**src/sv/lpfp_pkg.sv**
```systemverilog
// ----------------------------------------------------------------------------
// Length-prefixed frame parser package
// Field and status codes, register indexes, defaults and the queue item type.
// ----------------------------------------------------------------------------
package lpfp_pkg;

    localparam int unsigned DEF_MAGIC_BYTES      = 4;
    localparam int unsigned DEF_SESSION_BYTES    = 16;
    localparam int unsigned DEF_NONCE_BYTES      = 12;
    localparam int unsigned DEF_TAG_BYTES        = 16;
    localparam int unsigned DEF_MAC_BYTES        = 32;
    localparam int unsigned DEF_MAX_PAYLOAD_LOG2 = 20;

    localparam int unsigned LEN_W       = 32;
    localparam int unsigned OUT_OFF_W   = 20;
    localparam logic [OUT_OFF_W-1:0] OUT_OFF_MAX = '1;
    localparam int unsigned CFG_W       = 32;
    localparam int unsigned CFG_IDX_W   = 1;
    localparam int unsigned QUEUE_DEPTH = 4;

    // Fixed field sizes
    localparam int unsigned VERSION_BYTES = 1;
    localparam int unsigned TYPE_BYTES    = 1;
    localparam int unsigned COUNTER_BYTES = 8;
    localparam int unsigned LENGTH_BYTES  = 4;

    localparam logic [CFG_IDX_W-1:0] CFG_MAGIC   = 1'b0;
    localparam logic [CFG_IDX_W-1:0] CFG_VERSION = 1'b1;

    typedef enum logic [3:0] {
        F_MAGIC   = 4'd0,
        F_VERSION = 4'd1,
        F_TYPE    = 4'd2,
        F_SESSION = 4'd3,
        F_COUNTER = 4'd4,
        F_NONCE   = 4'd5,
        F_LENGTH  = 4'd6,
        F_PAYLOAD = 4'd7,
        F_TAG     = 4'd8,
        F_MAC     = 4'd9,
        F_EXCESS  = 4'd10
    } t_field_code;

    typedef enum logic [2:0] {
        ST_OK        = 3'd0,
        ST_SHORT     = 3'd1,
        ST_MAGIC     = 3'd2,
        ST_VERSION   = 3'd3,
        ST_TOO_LARGE = 3'd4,
        ST_TRUNC     = 3'd5,
        ST_TRAILING  = 3'd6
    } t_status;

    typedef struct packed {
        t_field_code          field_code;
        logic [OUT_OFF_W-1:0] field_offset;
        logic [7:0]           byte_out;
        logic                 frame_end;
        t_status              status;
    } t_item;

endpackage

```
**src/sv/length_prefixed_frame_parser_unit.sv**
```systemverilog
// An accepted byte goes into the queue, then into the output register when that is free.
// Throughput: one byte per cycle while o_stall is low; field and offset counters update per byte.
// A four-entry queue before the output register absorbs output stalls before input stalls.
// Reset (synchronous, active low) clears registers, parse state, queue and output valid.
// ----------------------------------------------------------------------------
// Length-prefixed frame parser
// Labels each frame byte with its field and offset and reports frame status.
// ----------------------------------------------------------------------------
module length_prefixed_frame_parser_unit #(
    parameter int unsigned MAGIC_BYTES      = lpfp_pkg::DEF_MAGIC_BYTES,
    parameter int unsigned SESSION_BYTES    = lpfp_pkg::DEF_SESSION_BYTES,
    parameter int unsigned NONCE_BYTES      = lpfp_pkg::DEF_NONCE_BYTES,
    parameter int unsigned TAG_BYTES        = lpfp_pkg::DEF_TAG_BYTES,
    parameter int unsigned MAC_BYTES        = lpfp_pkg::DEF_MAC_BYTES,
    parameter int unsigned MAX_PAYLOAD_LOG2 = lpfp_pkg::DEF_MAX_PAYLOAD_LOG2
) (
    input  logic                               i_clk,
    input  logic                               i_rst_n,
    input  logic                               i_valid,
    output logic                               o_stall,
    input  logic [7:0]                         i_data_byte,
    input  logic                               i_frame_last,
    output logic                               o_valid,
    input  logic                               i_stall,
    output logic [3:0]                         o_field_code,
    output logic [lpfp_pkg::OUT_OFF_W-1:0]     o_field_offset,
    output logic [7:0]                         o_byte_out,
    output logic                               o_frame_end,
    output logic [2:0]                         o_status,
    input  logic                               i_cfg_wr_en,
    input  logic [lpfp_pkg::CFG_IDX_W-1:0]     i_cfg_index,
    input  logic [lpfp_pkg::CFG_W-1:0]         i_cfg_wdata
);
    import lpfp_pkg::*;

    logic  w_push;
    logic  w_full;
    logic  w_pop;
    logic  w_q_valid;
    t_item w_front_item;
    t_item w_q_item;
    t_item w_out_item;

    assign o_stall = w_full;

    lpfp_front #(
        .MAGIC_BYTES      (MAGIC_BYTES),
        .SESSION_BYTES    (SESSION_BYTES),
        .NONCE_BYTES      (NONCE_BYTES),
        .TAG_BYTES        (TAG_BYTES),
        .MAC_BYTES        (MAC_BYTES),
        .MAX_PAYLOAD_LOG2 (MAX_PAYLOAD_LOG2)
    ) u_front (
        .i_clk        (i_clk),
        .i_rst_n      (i_rst_n),
        .i_valid      (i_valid),
        .i_full       (w_full),
        .i_data_byte  (i_data_byte),
        .i_frame_last (i_frame_last),
        .i_cfg_wr_en  (i_cfg_wr_en),
        .i_cfg_index  (i_cfg_index),
        .i_cfg_wdata  (i_cfg_wdata),
        .o_push       (w_push),
        .o_item       (w_front_item)
    );

    lpfp_queue u_queue (
        .i_clk   (i_clk),
        .i_rst_n (i_rst_n),
        .i_push  (w_push),
        .i_item  (w_front_item),
        .i_pop   (w_pop),
        .o_full  (w_full),
        .o_valid (w_q_valid),
        .o_item  (w_q_item)
    );

    lpfp_back u_back (
        .i_clk     (i_clk),
        .i_rst_n   (i_rst_n),
        .i_q_valid (w_q_valid),
        .i_q_item  (w_q_item),
        .i_stall   (i_stall),
        .o_pop     (w_pop),
        .o_valid   (o_valid),
        .o_item    (w_out_item)
    );

    assign o_field_code   = w_out_item.field_code;
    assign o_field_offset = w_out_item.field_offset;
    assign o_byte_out     = w_out_item.byte_out;
    assign o_frame_end    = w_out_item.frame_end;
    assign o_status       = w_out_item.status;

endmodule

```
**src/sv/lpfp_front.sv**
```systemverilog
// ----------------------------------------------------------------------------
// Frame parser front end
// Accepts frame bytes, tracks field and offset, checks magic and version,
// and produces one labeled item per byte for the queue.
// ----------------------------------------------------------------------------
module lpfp_front #(
    parameter int unsigned MAGIC_BYTES      = lpfp_pkg::DEF_MAGIC_BYTES,
    parameter int unsigned SESSION_BYTES    = lpfp_pkg::DEF_SESSION_BYTES,
    parameter int unsigned NONCE_BYTES      = lpfp_pkg::DEF_NONCE_BYTES,
    parameter int unsigned TAG_BYTES        = lpfp_pkg::DEF_TAG_BYTES,
    parameter int unsigned MAC_BYTES        = lpfp_pkg::DEF_MAC_BYTES,
    parameter int unsigned MAX_PAYLOAD_LOG2 = lpfp_pkg::DEF_MAX_PAYLOAD_LOG2
) (
    input  logic                               i_clk,
    input  logic                               i_rst_n,
    input  logic                               i_valid,
    input  logic                               i_full,
    input  logic [7:0]                         i_data_byte,
    input  logic                               i_frame_last,
    input  logic                               i_cfg_wr_en,
    input  logic [lpfp_pkg::CFG_IDX_W-1:0]     i_cfg_index,
    input  logic [lpfp_pkg::CFG_W-1:0]         i_cfg_wdata,
    output logic                               o_push,
    output lpfp_pkg::t_item                    o_item
);
    import lpfp_pkg::*;

    localparam int unsigned OFF_W =
        ((MAX_PAYLOAD_LOG2 > OUT_OFF_W) ? MAX_PAYLOAD_LOG2 : OUT_OFF_W) + 1;
    localparam int unsigned MIN_SIZE = MAGIC_BYTES + VERSION_BYTES + TYPE_BYTES
        + SESSION_BYTES + COUNTER_BYTES + NONCE_BYTES + LENGTH_BYTES
        + TAG_BYTES + MAC_BYTES;
    localparam int unsigned TOT_W = $clog2(MIN_SIZE + 1);
    localparam logic [TOT_W-1:0] TOT_MIN = TOT_W'(MIN_SIZE);
    localparam logic [LEN_W-1:0] PAY_LIMIT =
        {{(LEN_W-1){1'b0}}, 1'b1} << MAX_PAYLOAD_LOG2;
    localparam logic [2:0] MAGIC_LAST = 3'(MAGIC_BYTES - 1);

    logic [31:0]      r_exp_magic;
    logic [7:0]       r_exp_version;
    t_field_code      r_field,       n_field;
    logic [OFF_W-1:0] r_off,         n_off;
    logic [LEN_W-1:0] r_len,         n_len;
    logic [TOT_W-1:0] r_total,       n_total;
    logic             r_magic_bad,   n_magic_bad;
    logic             r_version_bad, n_version_bad;

    logic [OFF_W-1:0] w_off_inc;
    logic [LEN_W-1:0] w_size;
    logic [2:0]       w_pos;
    logic [7:0]       w_want;
    logic             w_field_done;
    logic             w_mac_done;
    logic             w_excess;
    t_status          w_status;

    assign o_push = i_valid && !i_full;

    always_ff @(posedge i_clk) begin
        if (!i_rst_n) begin
            r_exp_magic   <= '0;
            r_exp_version <= '0;
        end else if (i_cfg_wr_en) begin
            unique case (i_cfg_index)
                CFG_MAGIC:   r_exp_magic   <= i_cfg_wdata[31:0];
                CFG_VERSION: r_exp_version <= i_cfg_wdata[7:0];
                default: ;
            endcase
        end
    end

    always_comb begin
        unique case (r_field)
            F_MAGIC:   w_size = LEN_W'(MAGIC_BYTES);
            F_VERSION: w_size = LEN_W'(VERSION_BYTES);
            F_TYPE:    w_size = LEN_W'(TYPE_BYTES);
            F_SESSION: w_size = LEN_W'(SESSION_BYTES);
            F_COUNTER: w_size = LEN_W'(COUNTER_BYTES);
            F_NONCE:   w_size = LEN_W'(NONCE_BYTES);
            F_LENGTH:  w_size = LEN_W'(LENGTH_BYTES);
            F_PAYLOAD: w_size = r_len;
            F_TAG:     w_size = LEN_W'(TAG_BYTES);
            F_MAC:     w_size = LEN_W'(MAC_BYTES);
            default:   w_size = '0;
        endcase
    end

    always_comb begin
        w_off_inc = r_off + OFF_W'(1);
        w_excess  = (r_field >= F_EXCESS);

        // magic goes out most significant byte first; bytes past 32 bits expect zero
        w_pos  = MAGIC_LAST - r_off[2:0];
        w_want = w_pos[2] ? 8'h00 : r_exp_magic[{w_pos[1:0], 3'b000} +: 8];

        n_magic_bad   = r_magic_bad   || ((r_field == F_MAGIC)   && (w_want != i_data_byte));
        n_version_bad = r_version_bad || ((r_field == F_VERSION) && (r_exp_version != i_data_byte));
        n_len         = (r_field == F_LENGTH) ? {r_len[LEN_W-9:0], i_data_byte} : r_len;
        n_total       = (r_total < TOT_MIN) ? r_total + TOT_W'(1) : r_total;

        w_field_done = !w_excess && (LEN_W'(w_off_inc) >= w_size);
        w_mac_done   = w_field_done && (r_field == F_MAC);

        n_field = r_field;
        if (w_excess) begin
            n_off = (&r_off) ? r_off : w_off_inc;
        end else if (w_field_done) begin
            n_off = '0;
            if ((r_field == F_LENGTH) && (n_len > PAY_LIMIT)) begin
                n_field = F_EXCESS;
            end else if ((r_field == F_LENGTH) && (n_len == '0)) begin
                n_field = F_TAG;
            end else begin
                n_field = t_field_code'(r_field + 4'd1);
            end
        end else begin
            n_off = w_off_inc;
        end

        if (!i_frame_last)           w_status = ST_OK;
        else if (n_total < TOT_MIN)  w_status = ST_SHORT;
        else if (n_magic_bad)        w_status = ST_MAGIC;
        else if (n_version_bad)      w_status = ST_VERSION;
        else if (n_len > PAY_LIMIT)  w_status = ST_TOO_LARGE;
        else if (w_excess)           w_status = ST_TRAILING;
        else if (w_mac_done)         w_status = ST_OK;
        else                         w_status = ST_TRUNC;
    end

    always_comb begin
        o_item.field_code   = r_field;
        o_item.field_offset = (r_off > OFF_W'(OUT_OFF_MAX)) ? OUT_OFF_MAX
                                                            : r_off[OUT_OFF_W-1:0];
        o_item.byte_out     = i_data_byte;
        o_item.frame_end    = i_frame_last;
        o_item.status       = w_status;
    end

    always_ff @(posedge i_clk) begin
        if (!i_rst_n) begin
            r_field       <= F_MAGIC;
            r_off         <= '0;
            r_len         <= '0;
            r_total       <= '0;
            r_magic_bad   <= 1'b0;
            r_version_bad <= 1'b0;
        end else if (o_push) begin
            if (i_frame_last) begin
                // drop all frame state; registers stay
                r_field       <= F_MAGIC;
                r_off         <= '0;
                r_len         <= '0;
                r_total       <= '0;
                r_magic_bad   <= 1'b0;
                r_version_bad <= 1'b0;
            end else begin
                r_field       <= n_field;
                r_off         <= n_off;
                r_len         <= n_len;
                r_total       <= n_total;
                r_magic_bad   <= n_magic_bad;
                r_version_bad <= n_version_bad;
            end
        end
    end

endmodule

```
**src/sv/lpfp_queue.sv**
```systemverilog
// ----------------------------------------------------------------------------
// Frame parser item queue
// Short FIFO between front end and output stage.
// ----------------------------------------------------------------------------
module lpfp_queue (
    input  logic            i_clk,
    input  logic            i_rst_n,
    input  logic            i_push,
    input  lpfp_pkg::t_item i_item,
    input  logic            i_pop,
    output logic            o_full,
    output logic            o_valid,
    output lpfp_pkg::t_item o_item
);
    import lpfp_pkg::*;

    localparam int unsigned PTR_W = $clog2(QUEUE_DEPTH);
    localparam int unsigned CNT_W = $clog2(QUEUE_DEPTH + 1);

    t_item            r_mem [QUEUE_DEPTH];
    logic [PTR_W-1:0] r_wr_ptr;
    logic [PTR_W-1:0] r_rd_ptr;
    logic [CNT_W-1:0] r_count;
    logic             w_push;
    logic             w_pop;

    assign o_full  = (r_count == CNT_W'(QUEUE_DEPTH));
    assign o_valid = (r_count != '0);
    assign o_item  = r_mem[r_rd_ptr];
    assign w_push  = i_push && !o_full;
    assign w_pop   = i_pop && o_valid;

    always_ff @(posedge i_clk) begin
        if (w_push) begin
            r_mem[r_wr_ptr] <= i_item;
        end
    end

    always_ff @(posedge i_clk) begin
        if (!i_rst_n) begin
            r_wr_ptr <= '0;
            r_rd_ptr <= '0;
            r_count  <= '0;
        end else begin
            if (w_push) begin
                r_wr_ptr <= (r_wr_ptr == PTR_W'(QUEUE_DEPTH - 1)) ? '0 : r_wr_ptr + PTR_W'(1);
            end
            if (w_pop) begin
                r_rd_ptr <= (r_rd_ptr == PTR_W'(QUEUE_DEPTH - 1)) ? '0 : r_rd_ptr + PTR_W'(1);
            end
            case ({w_push, w_pop})
                2'b10:   r_count <= r_count + CNT_W'(1);
                2'b01:   r_count <= r_count - CNT_W'(1);
                default: r_count <= r_count;
            endcase
        end
    end

endmodule

```
**src/sv/lpfp_back.sv**
```systemverilog
// ----------------------------------------------------------------------------
// Frame parser output stage
// Pulls items from the queue into the output register and holds them
// while the receiver stalls.
// ----------------------------------------------------------------------------
module lpfp_back (
    input  logic            i_clk,
    input  logic            i_rst_n,
    input  logic            i_q_valid,
    input  lpfp_pkg::t_item i_q_item,
    input  logic            i_stall,
    output logic            o_pop,
    output logic            o_valid,
    output lpfp_pkg::t_item o_item
);
    import lpfp_pkg::*;

    logic  r_valid;
    t_item r_item;

    // load when the register is empty or its item leaves this cycle
    assign o_pop   = i_q_valid && (!r_valid || !i_stall);
    assign o_valid = r_valid;
    assign o_item  = r_item;

    always_ff @(posedge i_clk) begin
        if (!i_rst_n) begin
            r_valid <= 1'b0;
        end else if (o_pop) begin
            r_valid <= 1'b1;
        end else if (!i_stall) begin
            r_valid <= 1'b0;
        end
    end

    always_ff @(posedge i_clk) begin
        if (o_pop) begin
            r_item <= i_q_item;
        end
    end

endmodule

```
**config.mk**
```make
export PLATFORM = sky130hd
export DESIGN_NAME = length_prefixed_frame_parser_unit
export DESIGN_NICKNAME = d
export VERILOG_FILES = /design/src/sv/lpfp_pkg.sv /design/src/sv/length_prefixed_frame_parser_unit.sv /design/src/sv/lpfp_front.sv /design/src/sv/lpfp_queue.sv /design/src/sv/lpfp_back.sv
export SDC_FILE = /design/constraint.sdc
export NUM_CORES = 1
export LEC_CHECK = 0
export BUFFER_PORTS_ARGS = -buffer_cell sky130_fd_sc_hd__buf_2
export CELL_PAD_IN_SITES_DETAIL_PLACEMENT = 2
export CELL_PAD_IN_SITES_GLOBAL_PLACEMENT = 2
export CORE_MARGIN = 4
export CORE_UTILIZATION = 34
export CTS_CLUSTER_SIZE = 30
export DETAILED_ROUTE_END_ITERATION = 8
export PLACE_DENSITY_LB_ADDON = 0.1
export SYNTH_ARGS = -nofsm -noshare
export SYNTH_HDL_FRONTEND = slang
export SYNTH_SLANG_ARGS = --single-unit
```
**constraint.sdc**
```tcl
create_clock -name i_clk -period 9.4 [get_ports i_clk]
set_input_delay 0.47 -clock i_clk [delete_from_list [all_inputs] [get_ports i_clk]]
set_output_delay 0.47 -clock i_clk [all_outputs]
set_load 0.1 [all_outputs]
```
; Word level (Yosys, flattened, before mapping)
; Memory sizes are Yosys's and may differ from the RTL's. A register that Yosys moved wholly into a read port is not among the register bits.
; Cells that the tools add are included.
[classes]
add_sub_neg = 8
order_cmp = 6
eq_ne = 19
shift = 1
muxes = 32
bitwise = 1
n_reduce_logical = 30
[op_table]
columns = op, n
row1 = case mux 32 bit (7 select lines), 1
row2 = two-way mux 21 bit, 4
row3 = two-way mux 32 bit, 2
row4 = greater-or-equal comparator 21 x 32 -> 1 bit, 1
row5 = "> comparator 32 x 21 -> 1 bit, second input constant", 1
row6 = logical NOT 32 bit, 1
row7 = indexed part select 32 x 6 -> 8 bit, 1
row8 = "adder 21 x 1 -> 21 bit, second input constant", 1
row9 = "> comparator 21 x 20 -> 1 bit, second input constant", 1
row10 = two-way mux 3 bit, 7
row11 = AND reduction 21 bit, 1
row12 = two-way mux 20 bit, 1
row13 = two-way mux 4 bit, 5
row14 = "equality test 4 x 3 -> 1 bit, second input constant", 4
row15 = inequality test 8 bit, 2
row16 = "< comparator 7 bit, second input constant", 2
row17 = two-way mux 7 bit, 2
row18 = logical AND 1 bit, 10
row19 = "equality test 4 x 2 -> 1 bit, second input constant", 2
row20 = "equality test 4 bit, second input constant", 2
row21 = two-way mux 8 bit, 1
row22 = "adder 7 x 1 -> 7 bit, second input constant", 1
row23 = "equality test 2 bit, second input constant", 3
row24 = two-way mux 1 bit, 6
row25 = 23 further kinds, 35
[word_totals]
ff_bits = 114
mem_bits_rw = 144
input_bits = 47
output_inout_bits = 38
word_cells = 110
n_memories = 1
[memory_table]
columns = name, depth, word_bits, rd, rd_ports_with_merged_regs, write_ports, line
row1 = u_queue.r_mem, 4, 36, 1, 1, 1, lpfp_queue.sv:20  ; t_item r_mem [QUEUE_DEPTH];

; Depth between registers and ports, before layout
; Gate-level depths: netlist of run 1.
[depth]
ltp_word = 13
mapped_depth = 16
ltp_nobuf = 14

; Cells and area by module
; Synthesis of run 1 repeated with hierarchy kept, for this count alone.
[hier_totals]
hier_cells = 1022
area_unflattened_um2 = 13106.3
[modules_own_cells]
columns = module, n_inst, cells_per_inst, area_per_inst_um2, seq_area_each_um2
row1 = lpfp_front, 1, 738, 6242.2, 2122.0
row2 = lpfp_queue, 1, 244, 5744.3, 4504.3
row3 = lpfp_back, 1, 40, 1119.8, 1101.1

; Worst setup path before layout of run 1
; OpenSTA, ideal clock, no wires.
[synth_timing]
path_kind = register to register
from = reg u_back.r_valid, in the netlist u_back.o_valid
to = reg u_queue.r_count[2]
setup_ps = 76
t_arrival_ps = 4196
required_ps = 9324
slack_ps = 5128
path_stages_with_launch = 8
path_buffers = 0
synth_period_minus_slack_ps = 4272
path_cell_list = dfxtp_1 > a21oi_1 > ha_1 > inv_1 > fa_1 > xor2_1 > or3_1 > a21boi_0
[synth_between]
elab_chain_cells = 6
word_cells_on_any_way = 8
classes_between = eq/ne (2) / mux (1) / reduce/logical (5)
[synth_lines]
columns = item, line
row1 = "start, declared", lpfp_back.sv:18  ; logic r_valid;
row2 = "start signal, assigned", lpfp_back.sv:28  ; r_valid <= 1'b0;
row3 = "start signal, assigned", lpfp_back.sv:30  ; r_valid <= 1'b1;
row4 = "start signal, assigned", lpfp_back.sv:32  ; r_valid <= 1'b0;
row5 = logical NOT 1 bit (*), lpfp_back.sv:22  ; assign o_pop = i_q_valid && (!r_valid || !i_stall);
row6 = logical OR 1 bit (*), lpfp_back.sv:22
row7 = logical AND 1 bit (*), lpfp_back.sv:22
row8 = named net u_back.o_pop, lpfp_back.sv:12  ; output logic o_pop,
row9 = logical AND 1 bit (*), lpfp_queue.sv:31  ; assign w_pop = i_pop && o_valid;
row10 = equality test 2 x 1 -> 1 bit / equality test 2 bit (equally long branches), lpfp_queue.sv:51  ; case ({w_push, w_pop})
row11 = case mux 3 bit (2 select lines) / nonzero test 2 bit (equally long branches), -
row12 = "end signal, assigned", lpfp_queue.sv:52  ; 2'b10: r_count <= r_count + CNT_W'(1);
row13 = "end signal, assigned", lpfp_queue.sv:53  ; 2'b01: r_count <= r_count - CNT_W'(1);
row14 = "end signal, assigned", lpfp_queue.sv:54  ; default: r_count <= r_count;
row15 = "end, declared", lpfp_queue.sv:23  ; logic [CNT_W-1:0] r_count;
; The timed path passes the listed nets; every way through them passes the cells marked *.
; A chain may end at the register's enable or synchronous reset.

; Worst setup path in the final report of run 1
[layout_timing]
from = reg u_front.r_off[0]
to = reg u_front.r_off[0]
[layout_between]
elab_chain_cells = 6
word_cells_on_any_way = 10
classes_between = add/sub (1) / order compare (1) / eq/ne (1) / mux (4) / reduce/logical (3)
[layout_lines]
columns = item, line
row1 = "start, declared", lpfp_front.sv:42  ; logic [OFF_W-1:0] r_off, n_off;
row2 = "start signal, assigned", lpfp_front.sv:158  ; r_off <= n_off;
row3 = adder 21 x 1 -> 21 bit, lpfp_front.sv:89  ; w_off_inc = r_off + OFF_W'(1);
row4 = greater-or-equal comparator 21 x 32 -> 1 bit, lpfp_front.sv:101  ; w_field_done = !w_excess && (LEN_W'(w_off_inc) >= w_size);
row5 = logical AND 1 bit, lpfp_front.sv:101
row6 = two-way mux 21 bit, lpfp_front.sv:107  ; end else if (w_field_done) begin
row7 = two-way mux 21 bit, lpfp_front.sv:105  ; if (w_excess) begin
row8 = two-way mux 21 bit, lpfp_front.sv:148  ; if (i_frame_last) begin
; Several ways; a longest one is shown, not always the timed one. The select of a mux whose other input is x is not followed.

==> metrics.txt, run 1 <==
status=finished clean; fraction of final layout cells sized beyond drive strength 1=19.0%; HPWL after detailed placement=23.8 mm; Clk Latency, worst-skew pair=0.51 ns; met2 WL post-DR=17.4 mm; count of nets after finishing=1,188; storage element area=7690 sq um; Vias=8,491; power consumption=0.00412 W; Cell Pwr Density=275 nW/um^2; # setup viols final=0; type of origin of the critical path=flop; Root Buffer=clkbuf_16; die outline area=41,400 sq um; global-route wire length before repair=55.8 mm; max-cap check violation count=0; DRT antenna net count=0; maximum level of the CTS H-tree=2; routed wirelength normalized by instance count=21.5 um; pin count of the biggest net entering global routing=85; classification of the worst setup path=reg2reg; final core area utilization=39.8%; drt first-iter violations=429; Clk pin slew, worst setup/hold paths=0.06 ns; max frequency=197 MHz; Num Clock Sinks=294; Overall Global Routing Usage=17.0%; aggregate global routing overflow=0; number of gates resized after CTS=0; Yosys reg bits=294; Worst Path Max Fanout=15; Post-synth ARST share=0%; via count of the first global-routing pass=9,407; buffers inserted during post-CTS setup optimization=0; most common flop cell mapped by yosys=edfxtp_1; number of enable flip-flop cells after synthesis=180; hold_buf cts=0; peak supply drop=0.196 mV; multi-input gate area in the final layout=5020 sq um; Std-Cell Core Area=37,700 sq um; number of warnings printed during yosys synthesis=0; Slew Limit Fails=0; routed length on met1=16.2 mm; worst clock skew=0.0184 ns; width of the die=204 um; leakage=5.26 nW; share of the cycle needed by the critical path after routing=54.0%; number of buffers created by CTS=35; top library cells by usage in the layout, fill and taps aside=edfxtp_1 (180), nand2_1 (142), dfxtp_1 (112); # fillers=3,915; Vert. Die Dim=204 um; Setup TNS=0 ns; class of the worst hold path=in2reg; Worst-Margin Slew=1.13 ns; final weighted congestion in routability-driven placement=0.757; total wirelength of the detailed-routed design=35.3 mm; sequential share of the synthesized area=59.1%; TritonCTS clock tree=done; Setup crit end kind=flop; number of distinct library cells after synthesis=71; average instance area after synthesis=12.5 sq um; setup repair after global routing missed its margin=false; Detail Route met3 WL=912 um; Crit path arrival time=5.49 ns; synthesized netlist net count=1,117; most common cell after layout, fill and taps aside=edfxtp_1; initial antenna violation count=0; Hold Violations, Final=0; number of buffer cells added on primary ports=84; highest signal layer in the routed design=met4; number of iterations in the first detailed-routing pass=4; I/O Pins=85; Std-Cell Rows=71; worst relative slew slack=25.0%; initial cell density of the core=34.5%; number of instances in the synthesized netlist=1,036; Syn-to-layout area delta=15.3%; ANT cells=0; number of vias per cell after detailed routing=5.16; Post-route DRC=0; maximum root-to-sink buffer count=3; Worst Path Required=9.81 ns; netlist area before placement=13,000 sq um; time the final worst path needs with I/O delays and setup=5.08 ns
==> where the power goes <==
group,internal (W),switching [W]
Clock,0.000733,0.000530
Combinational,0.000250,0.000963
Sequential,0.00159,0.0000549
==> metal layers <==
layer  vias up  GRT usage [%]
met5         -              0
met4         0           4.50
met3        45           2.26
met2       114           29.4
met1      4329           22.8
li1       4003              -
==> per-stage QoR <==
stage          cells  area [sq um]  setup slack, ns  hold WS (ns)
6_report        1645         15000             4.32         0.209
5_1_grt         1645         15000             4.02         0.204
4_1_cts         1645         15000             4.26         0.186
3_5_place_dp    1581         13900             4.42         0.466
3_3_place_gp    1581         13900             4.65         0.458
2_1_floorplan   1036         13000             5.13         0.439
==> registers in the layout, summed over array words and instances, names as in the netlist <==
register / cells
u_queue.r_mem: 144
u_back.o_item: 36
u_front.r_exp_magic: 32
u_front.r_len: 32
u_front.r_off: 21
u_front.r_exp_version: 8
u_front.r_total: 7
u_front.r_field: 4
u_queue.r_count: 3
u_queue.r_rd_ptr: 2
u_queue.r_wr_ptr: 2
u_back.o_valid: 1
u_front.r_magic_bad: 1
u_front.r_version_bad: 1
==> layout make-up <==
cell class,instances,area share [%]
Sequential cell,294,51.3
Tap cell,511,4.27
Inverter,20,0.501
Clock inverter,19,0.851
Multi-Input combinational cell,661,33.5
Timing Repair Buffer,95,3.36
Clock buffer,45,6.23
==> critical path: stages, from the launching register on <==
cell and delay (ns):
dfxtp_1 0.86, ha_1 0.37, nand3_1 0.23, nor4_4 0.56, nand3_1 0.30, nor2_1 0.28, xor2_1 0.12, ha_1 0.31
nand2_1 0.05, o21ai_0 0.14, a21oi_1 0.09, nor3_1 0.62, or4_1 0.61, o21ai_0 0.21, and2_1 0.21
==> cell families (layout without fill, tap and decap cells) <==
group / count (synthesis) / after routing / synth area share, %
AOI/OAI and AO/OA: 189 / 189 / 10.3
xor gates and xnor gates: 35 / 35 / 2.36
DFF: 294 / 294 / 59.1
buffers and inverters: 81 / 179 / 2.54
muxes: 49 / 49 / 8.12
and+or+nand+nor: 354 / 354 / 14.2
adders and majority gates: 34 / 34 / 3.33
==> worst paths after layout <==
path / from / to / slack (ns) / cells after the start
min: i_cfg_wdata[16] / u_front.r_exp_magic[16] / 0.21 / 3
max: u_front.r_off[0] / u_front.r_off[0] / 4.32 / 14
min reg2reg: u_front.r_exp_magic[4] / u_front.r_exp_magic[4] / 0.47 / 2
max reg2reg: u_front.r_off[0] / u_front.r_off[0] / 4.32 / 14
==> synthesized netlist by cell type, drive strengths merged (3+ instances only) <==
cell    count  share of area [%]
nor4b       5               0.43
nor3       11               0.50
mux2i       5               0.38
nand3      31                1.2
clkbuf     51                1.5
nand3b     14               0.81
xor2       16                1.1
a21boi     55                3.2
nand2b     15               0.72
a22oi      36                2.1
nand2     142                4.1
nor2       31               0.89
edfxtp    180                 42
dfxtp     114                 18
o21ai      23               0.89
mux4       44                7.7
buf        10               0.48
a31o        3               0.20
a211oi      3               0.17
nor2b      40                1.9
a31oi       4               0.19
and3       13               0.63
nor4       12               0.79
ha         33                3.2
nand4b      6               0.40
xnor2      19                1.3
o211ai      3               0.25
or2         6               0.29
o22ai      11               0.53
inv        20               0.58
o211a       3               0.23
and2       10               0.48
nand4       7               0.34
a21oi      26                1.1
Note: power is estimated with default switching activity, not from simulation.
==> run 2, diff against run 1 <==
==> constraint.sdc (replaced) <==
create_clock -name i_clk -period 4.6 [get_ports i_clk]
set_input_delay 0.23 -clock i_clk [delete_from_list [all_inputs] [get_ports i_clk]]
set_output_delay 0.23 -clock i_clk [all_outputs]
set_load 0.1 [all_outputs]
==> metrics.txt, run 2 (synthesis results as in run 1) <==
status=finished clean; Worst Path Required=4.83 ns; Std-Cell Core Area=37,700 sq um; crit-path leading delay family=simple AND/OR/NAND/NOR gates; Hold Violations, Final=0; storage element area=7690 sq um; Num Clock Sinks=294; maximum level of the CTS H-tree=2; final weighted congestion in routability-driven placement=0.759; worst relative slew slack=24.7%; Root Buffer=clkbuf_16; most common cell after layout, fill and taps aside=edfxtp_1; standard cell with the maximum stage delay on the critical path=nor3_1; critical-path cell list=buf_4, nand3_1, nor3_1, and2_1, nand3_1, xnor2_1, ha_1, nand4_1, nor3_1, a311oi_1, a21oi_2, or2_2, and3_1, nor4_1; classification of the worst setup path=reg2reg; number of vias per cell after detailed routing=5.10; Overall Global Routing Usage=17.0%; initial cell density of the core=34.5%; post-layout instance count excluding filler cells=1,681; Clk pin slew, worst setup/hold paths=0.06 ns; HPWL after detailed placement=23.9 mm; share of the cycle needed by the critical path after routing=90.9%; Worst Path Max Fanout=14; initial antenna violation count=3; number of iterations in the first detailed-routing pass=4; Largest register FFs=144; Setup TNS=0 ns; worst setup timing slack at the placement stage=0.435 ns; DRT antenna net count=0; time the final worst path needs with I/O delays and setup=4.18 ns; Clk Latency, worst-skew pair=0.52 ns; multi-input gate area in the final layout=5010 sq um; number of gates resized after CTS=0; max-cap check violation count=0; routed wirelength normalized by instance count=21.0 um; max frequency=239 MHz; pin count of the biggest net entering global routing=88; final design area excluding fillers=15,400 sq um; count of nets after finishing=1,224; Std-Cell Rows=71; Crit path arrival time=4.41 ns; I/O Pins=85; number of buffers created by CTS=34; global-route wire length before repair=55.7 mm; origin of the worst setup path=u_front.r_off[0]; Setup crit end kind=flop; via count of the first global-routing pass=9,363; leakage=5.42 nW; TritonCTS clock tree=done; maximum root-to-sink buffer count=3; aggregate global routing overflow=0; largest stage delay on the critical path=0.46 ns; launch point of the worst reg-to-reg path=u_front.r_off[0]; worst clock skew=0.0158 ns; Post-route DRC=0; fraction of final layout cells sized beyond drive strength 1=19.2%; Cell Pwr Density=554 nW/um^2; hold wc startpoint=i_cfg_wdata[2]; number of buffer cells added on primary ports=84; number of buffers and inverters on the critical path=1; Biggest register=u_queue.r_mem; peak supply drop=0.272 mV; Slew Limit Fails=0; total wirelength of the detailed-routed design=35.3 mm; Vias=8,574; dpl cells=1,590; die outline area=41,400 sq um; type of origin of the critical path=flop; # setup viols final=0; class of the worst hold path=in2reg; drt first-iter violations=359; # fillers=3,926; final worst setup slack=0.419 ns; top library cells by usage in the layout, fill and taps aside=edfxtp_1 (180), nand2_1 (142), dfxtp_1 (112); instance area at placement=14,000 sq um; Worst-Margin Slew=1.13 ns; width of the die=204 um; Vert. Die Dim=204 um; setup repair after global routing missed its margin=false; Syn-to-layout area delta=18.1%
[run 2: cell types whose count changed in the layout (fill, tap and decap cells not counted), sizes merged]
cell	before	now
buf	95	104
clkbuf	45	48
clkinv	16	9
diode	0	1
dlygate4sd3	0	28
inv	21	23
[run 2: final cells by class]
type,instances,share of cell area [%]
clock inverter,14,0.799
inverter,20,0.489
timing repair buffer,132,5.62
antenna,1,0.0163
clock buffer,48,6.22
tap,511,4.16
sequential,294,50.1
multi-input combinational,661,32.6
[run 2: where the power goes]
part	internal, W	total, W	switching (W)	leakage (nW)
sequential	0.00324	0.00344	0.000202	2.62
combinational	0.000539	0.00244	0.00190	2.28
clock	0.00152	0.00262	0.00109	0.524
[run 2: what timing repair did]
action	CTS	global route
hold buffers	28	0
setup buffers	0	0
setup endpoints to repair	0	0
endpoints found under the hold margin	30	0
[run 2: layer usage]
layer	GRT usage (%)	share of wire [%]	up-vias
li1	-	-	4084
met1	22.7	47	4339
met2	29.7	49	107
met3	2.54	3.0	42
met4	3.52	1.7	2
met5	0	0.037	-
[run 2: path summary, 6_finish.rpt]
check	to	slack [ns]	cells past startpoint
min	u_front.r_exp_magic[2]	0.02	3
max reg2reg	u_queue.r_mem[1][2]	0.42	14
max	u_queue.r_mem[1][2]	0.42	14
min reg2reg	u_front.r_exp_magic[10]	0.47	2
[run 2: per-stage QoR]
step / total power, W / utilization, % / hold slack [ns]
2_1_floorplan: 0.00540 / - / 0.329
3_3_place_gp: 0.00592 / 37.2 / 0.453
3_5_place_dp: 0.00598 / 37.2 / 0.463
4_1_cts: 0.00866 / 40.8 / 0.000111
5_1_grt: 0.00886 / 40.8 / 0.0123
6_report: 0.00850 / 40.8 / 0.0159
[run 2: tightest hold or removal path, cell delays in order]
cell and delay (ns):
buf_2 0.11, nand2_1 0.05, a21boi_0 0.07
==> run 3, diff against run 2 <==
--- a/config.mk
+++ b/config.mk
@@ -6,10 +6,10 @@
 export NUM_CORES = 1
 export LEC_CHECK = 0
 export BUFFER_PORTS_ARGS = -buffer_cell sky130_fd_sc_hd__buf_2
-export CELL_PAD_IN_SITES_DETAIL_PLACEMENT = 2
-export CELL_PAD_IN_SITES_GLOBAL_PLACEMENT = 2
+export CELL_PAD_IN_SITES_DETAIL_PLACEMENT = 0
+export CELL_PAD_IN_SITES_GLOBAL_PLACEMENT = 1
 export CORE_MARGIN = 4
-export CORE_UTILIZATION = 34
+export CORE_UTILIZATION = 45
 export CTS_CLUSTER_SIZE = 30
 export DETAILED_ROUTE_END_ITERATION = 8
 export PLACE_DENSITY_LB_ADDON = 0.1
==> metrics.txt, run 3 (synthesis results as in run 1) <==
status=finished clean; initial antenna violation count=0; origin of the worst setup path=u_front.r_off[0]; share of the cycle needed by the critical path after routing=86.5%; setup slack on the worst flop-to-flop path=0.62 ns; pin count of the biggest net entering global routing=85; # fillers=2,393; time the final worst path needs with I/O delays and setup=3.98 ns; top library cells by usage in the layout, fill and taps aside=edfxtp_1 (180), nand2_1 (142), dfxtp_1 (112); Post-route DRC=0; Vert. Die Dim=178 um; standard cell with the maximum stage delay on the critical path=or4_1; number of iterations in the first detailed-routing pass=5; number of buffers and inverters on the critical path=0; number of gates resized after CTS=0; fraction of final layout cells sized beyond drive strength 1=18.7%; most common cell after layout, fill and taps aside=edfxtp_1; Worst Path Required=5.08 ns; Std-Cell Core Area=28,200 sq um; Setup TNS=0 ns; Std-Cell Rows=61; Overall Global Routing Usage=18.4%; power consumption=0.00821 W; Clk Latency, worst-skew pair=0.56 ns; buffers inserted during post-CTS setup optimization=0; width of the die=178 um; drt first-iter violations=504; logic depth of the worst path, buffers included=13; Largest register FFs=144; classification of the worst setup path=reg2reg; Biggest register=u_queue.r_mem; final core area utilization=53.7%; die outline area=31,700 sq um; total wirelength of the detailed-routed design=28.6 mm; worst reg2reg path depth=13; type of origin of the critical path=flop; Num Clock Sinks=294; Worst-Margin Slew=1.19 ns; I/O Pins=85; setup repair after global routing missed its margin=false; # setup viols final=0; Slew Limit Fails=0; worst relative slew slack=20.6%; DRT antenna net count=0; number of buffers created by CTS=31; critical-path cell list=ha_1, nand3_1, nor4_4, nand3_1, xnor2_1, ha_1, a21oi_1, a21boi_0, a311oi_1, a21oi_2, or4_1, o21ai_0, and2_1; Clk pin slew, worst setup/hold paths=0.06 ns; number of vias per cell after detailed routing=5.39; number of buffer cells added on primary ports=84; HPWL after detailed placement=18.7 mm; max frequency=251 MHz; Syn-to-layout area delta=16.3%; worst clock skew=0.0172 ns; aggregate global routing overflow=0; launch point of the worst reg-to-reg path=u_front.r_off[0]; global-route wire length before repair=46.6 mm; TritonCTS clock tree=done; max-cap check violation count=0; ANT cells=0; Cell Pwr Density=543 nW/um^2; Worst Path Max Fanout=12; initial cell density of the core=46.2%; final weighted congestion in routability-driven placement=0.830; Crit path arrival time=4.46 ns; peak supply drop=0.616 mV; largest stage delay on the critical path=0.77 ns; end of the worst register-to-register path=u_front.r_off[0]; Hold Violations, Final=0; crit-path leading delay family=simple AND/OR/NAND/NOR gates; class of the worst hold path=in2reg; Setup crit end kind=flop; count of nets after finishing=1,225; Root Buffer=clkbuf_16; maximum level of the CTS H-tree=1; maximum root-to-sink buffer count=3; leakage=5.38 nW; via count of the first global-routing pass=8,427; Vias=8,345; routed wirelength normalized by instance count=18.5 um; critical path capture point=u_front.r_off[0]
## run 3: final cells by class
type,instances,area [sq um],area share [%]
sequential,294,7690,50.9
multi-input combinational,661,5010,33.1
timing repair buffer,136,893,5.91
clock buffer,43,821,5.43
tap,378,473,3.13
clock inverter,15,159,1.05
inverter,20,75.1,0.497
## run 3: report_power, final
group,internal [W],total (W),leakage [nW],switching (W)
combinational,0.000533,0.00239,2.29,0.00186
sequential,0.00324,0.00341,2.62,0.000170
clock,0.00141,0.00241,0.472,0.00100
total,0.00518,0.00821,5.38,0.00303
## run 3: worst min-delay path by stage
stage                                 startpoint                     end  slack (ns)  depth (start not counted)
after global placement    u_front.r_exp_magic[9]  u_front.r_exp_magic[9]        0.45                          2
after global routing              i_data_byte[5]     u_queue.r_mem[3][9]        0.01                          1
final                             i_data_byte[5]     u_queue.r_mem[3][9]        0.03                          1
after floorplan                   i_data_byte[6]    u_queue.r_mem[0][10]        0.33                          0
after CTS                         i_data_byte[5]     u_queue.r_mem[3][9]       0.004                          1
after detailed placement  u_front.r_exp_magic[3]  u_front.r_exp_magic[3]        0.46                          2
## run 3: what timing repair did
action / 4_1_cts / 5_1_grt
setup endpoints to repair: 0 / 0
hold endpoints to repair: 41 / 0
hold buffers: 33 / 0
## run 3: routing by layer
| metal | GRT usage, % | up-vias | wire length (um) |
|---|---|---|---|
| li1 | - | 4086 | - |
| met1 | 25.9 | 4069 | 13500 |
| met2 | 30.9 | 159 | 13600 |
| met3 | 2.37 | 31 | 1100 |
| met4 | 4.13 | 0 | 438 |
| met5 | 0 | - | 0 |
## run 3: through the flow
| stage | hold WS (ns) | instances | setup slack (ns) | instance area, sq um |
|---|---|---|---|---|
| 6_report | 0.0298 | 1547 | 0.620 | 15100 |
| 2_1_floorplan | 0.329 | 1036 | 0.328 | 13000 |
| 3_5_place_dp | 0.462 | 1456 | 0.670 | 13800 |
| 3_3_place_gp | 0.452 | 1456 | 0.798 | 13800 |
| 4_1_cts | 0.00379 | 1547 | 0.629 | 15100 |
| 5_1_grt | 0.0103 | 1547 | 0.209 | 15100 |
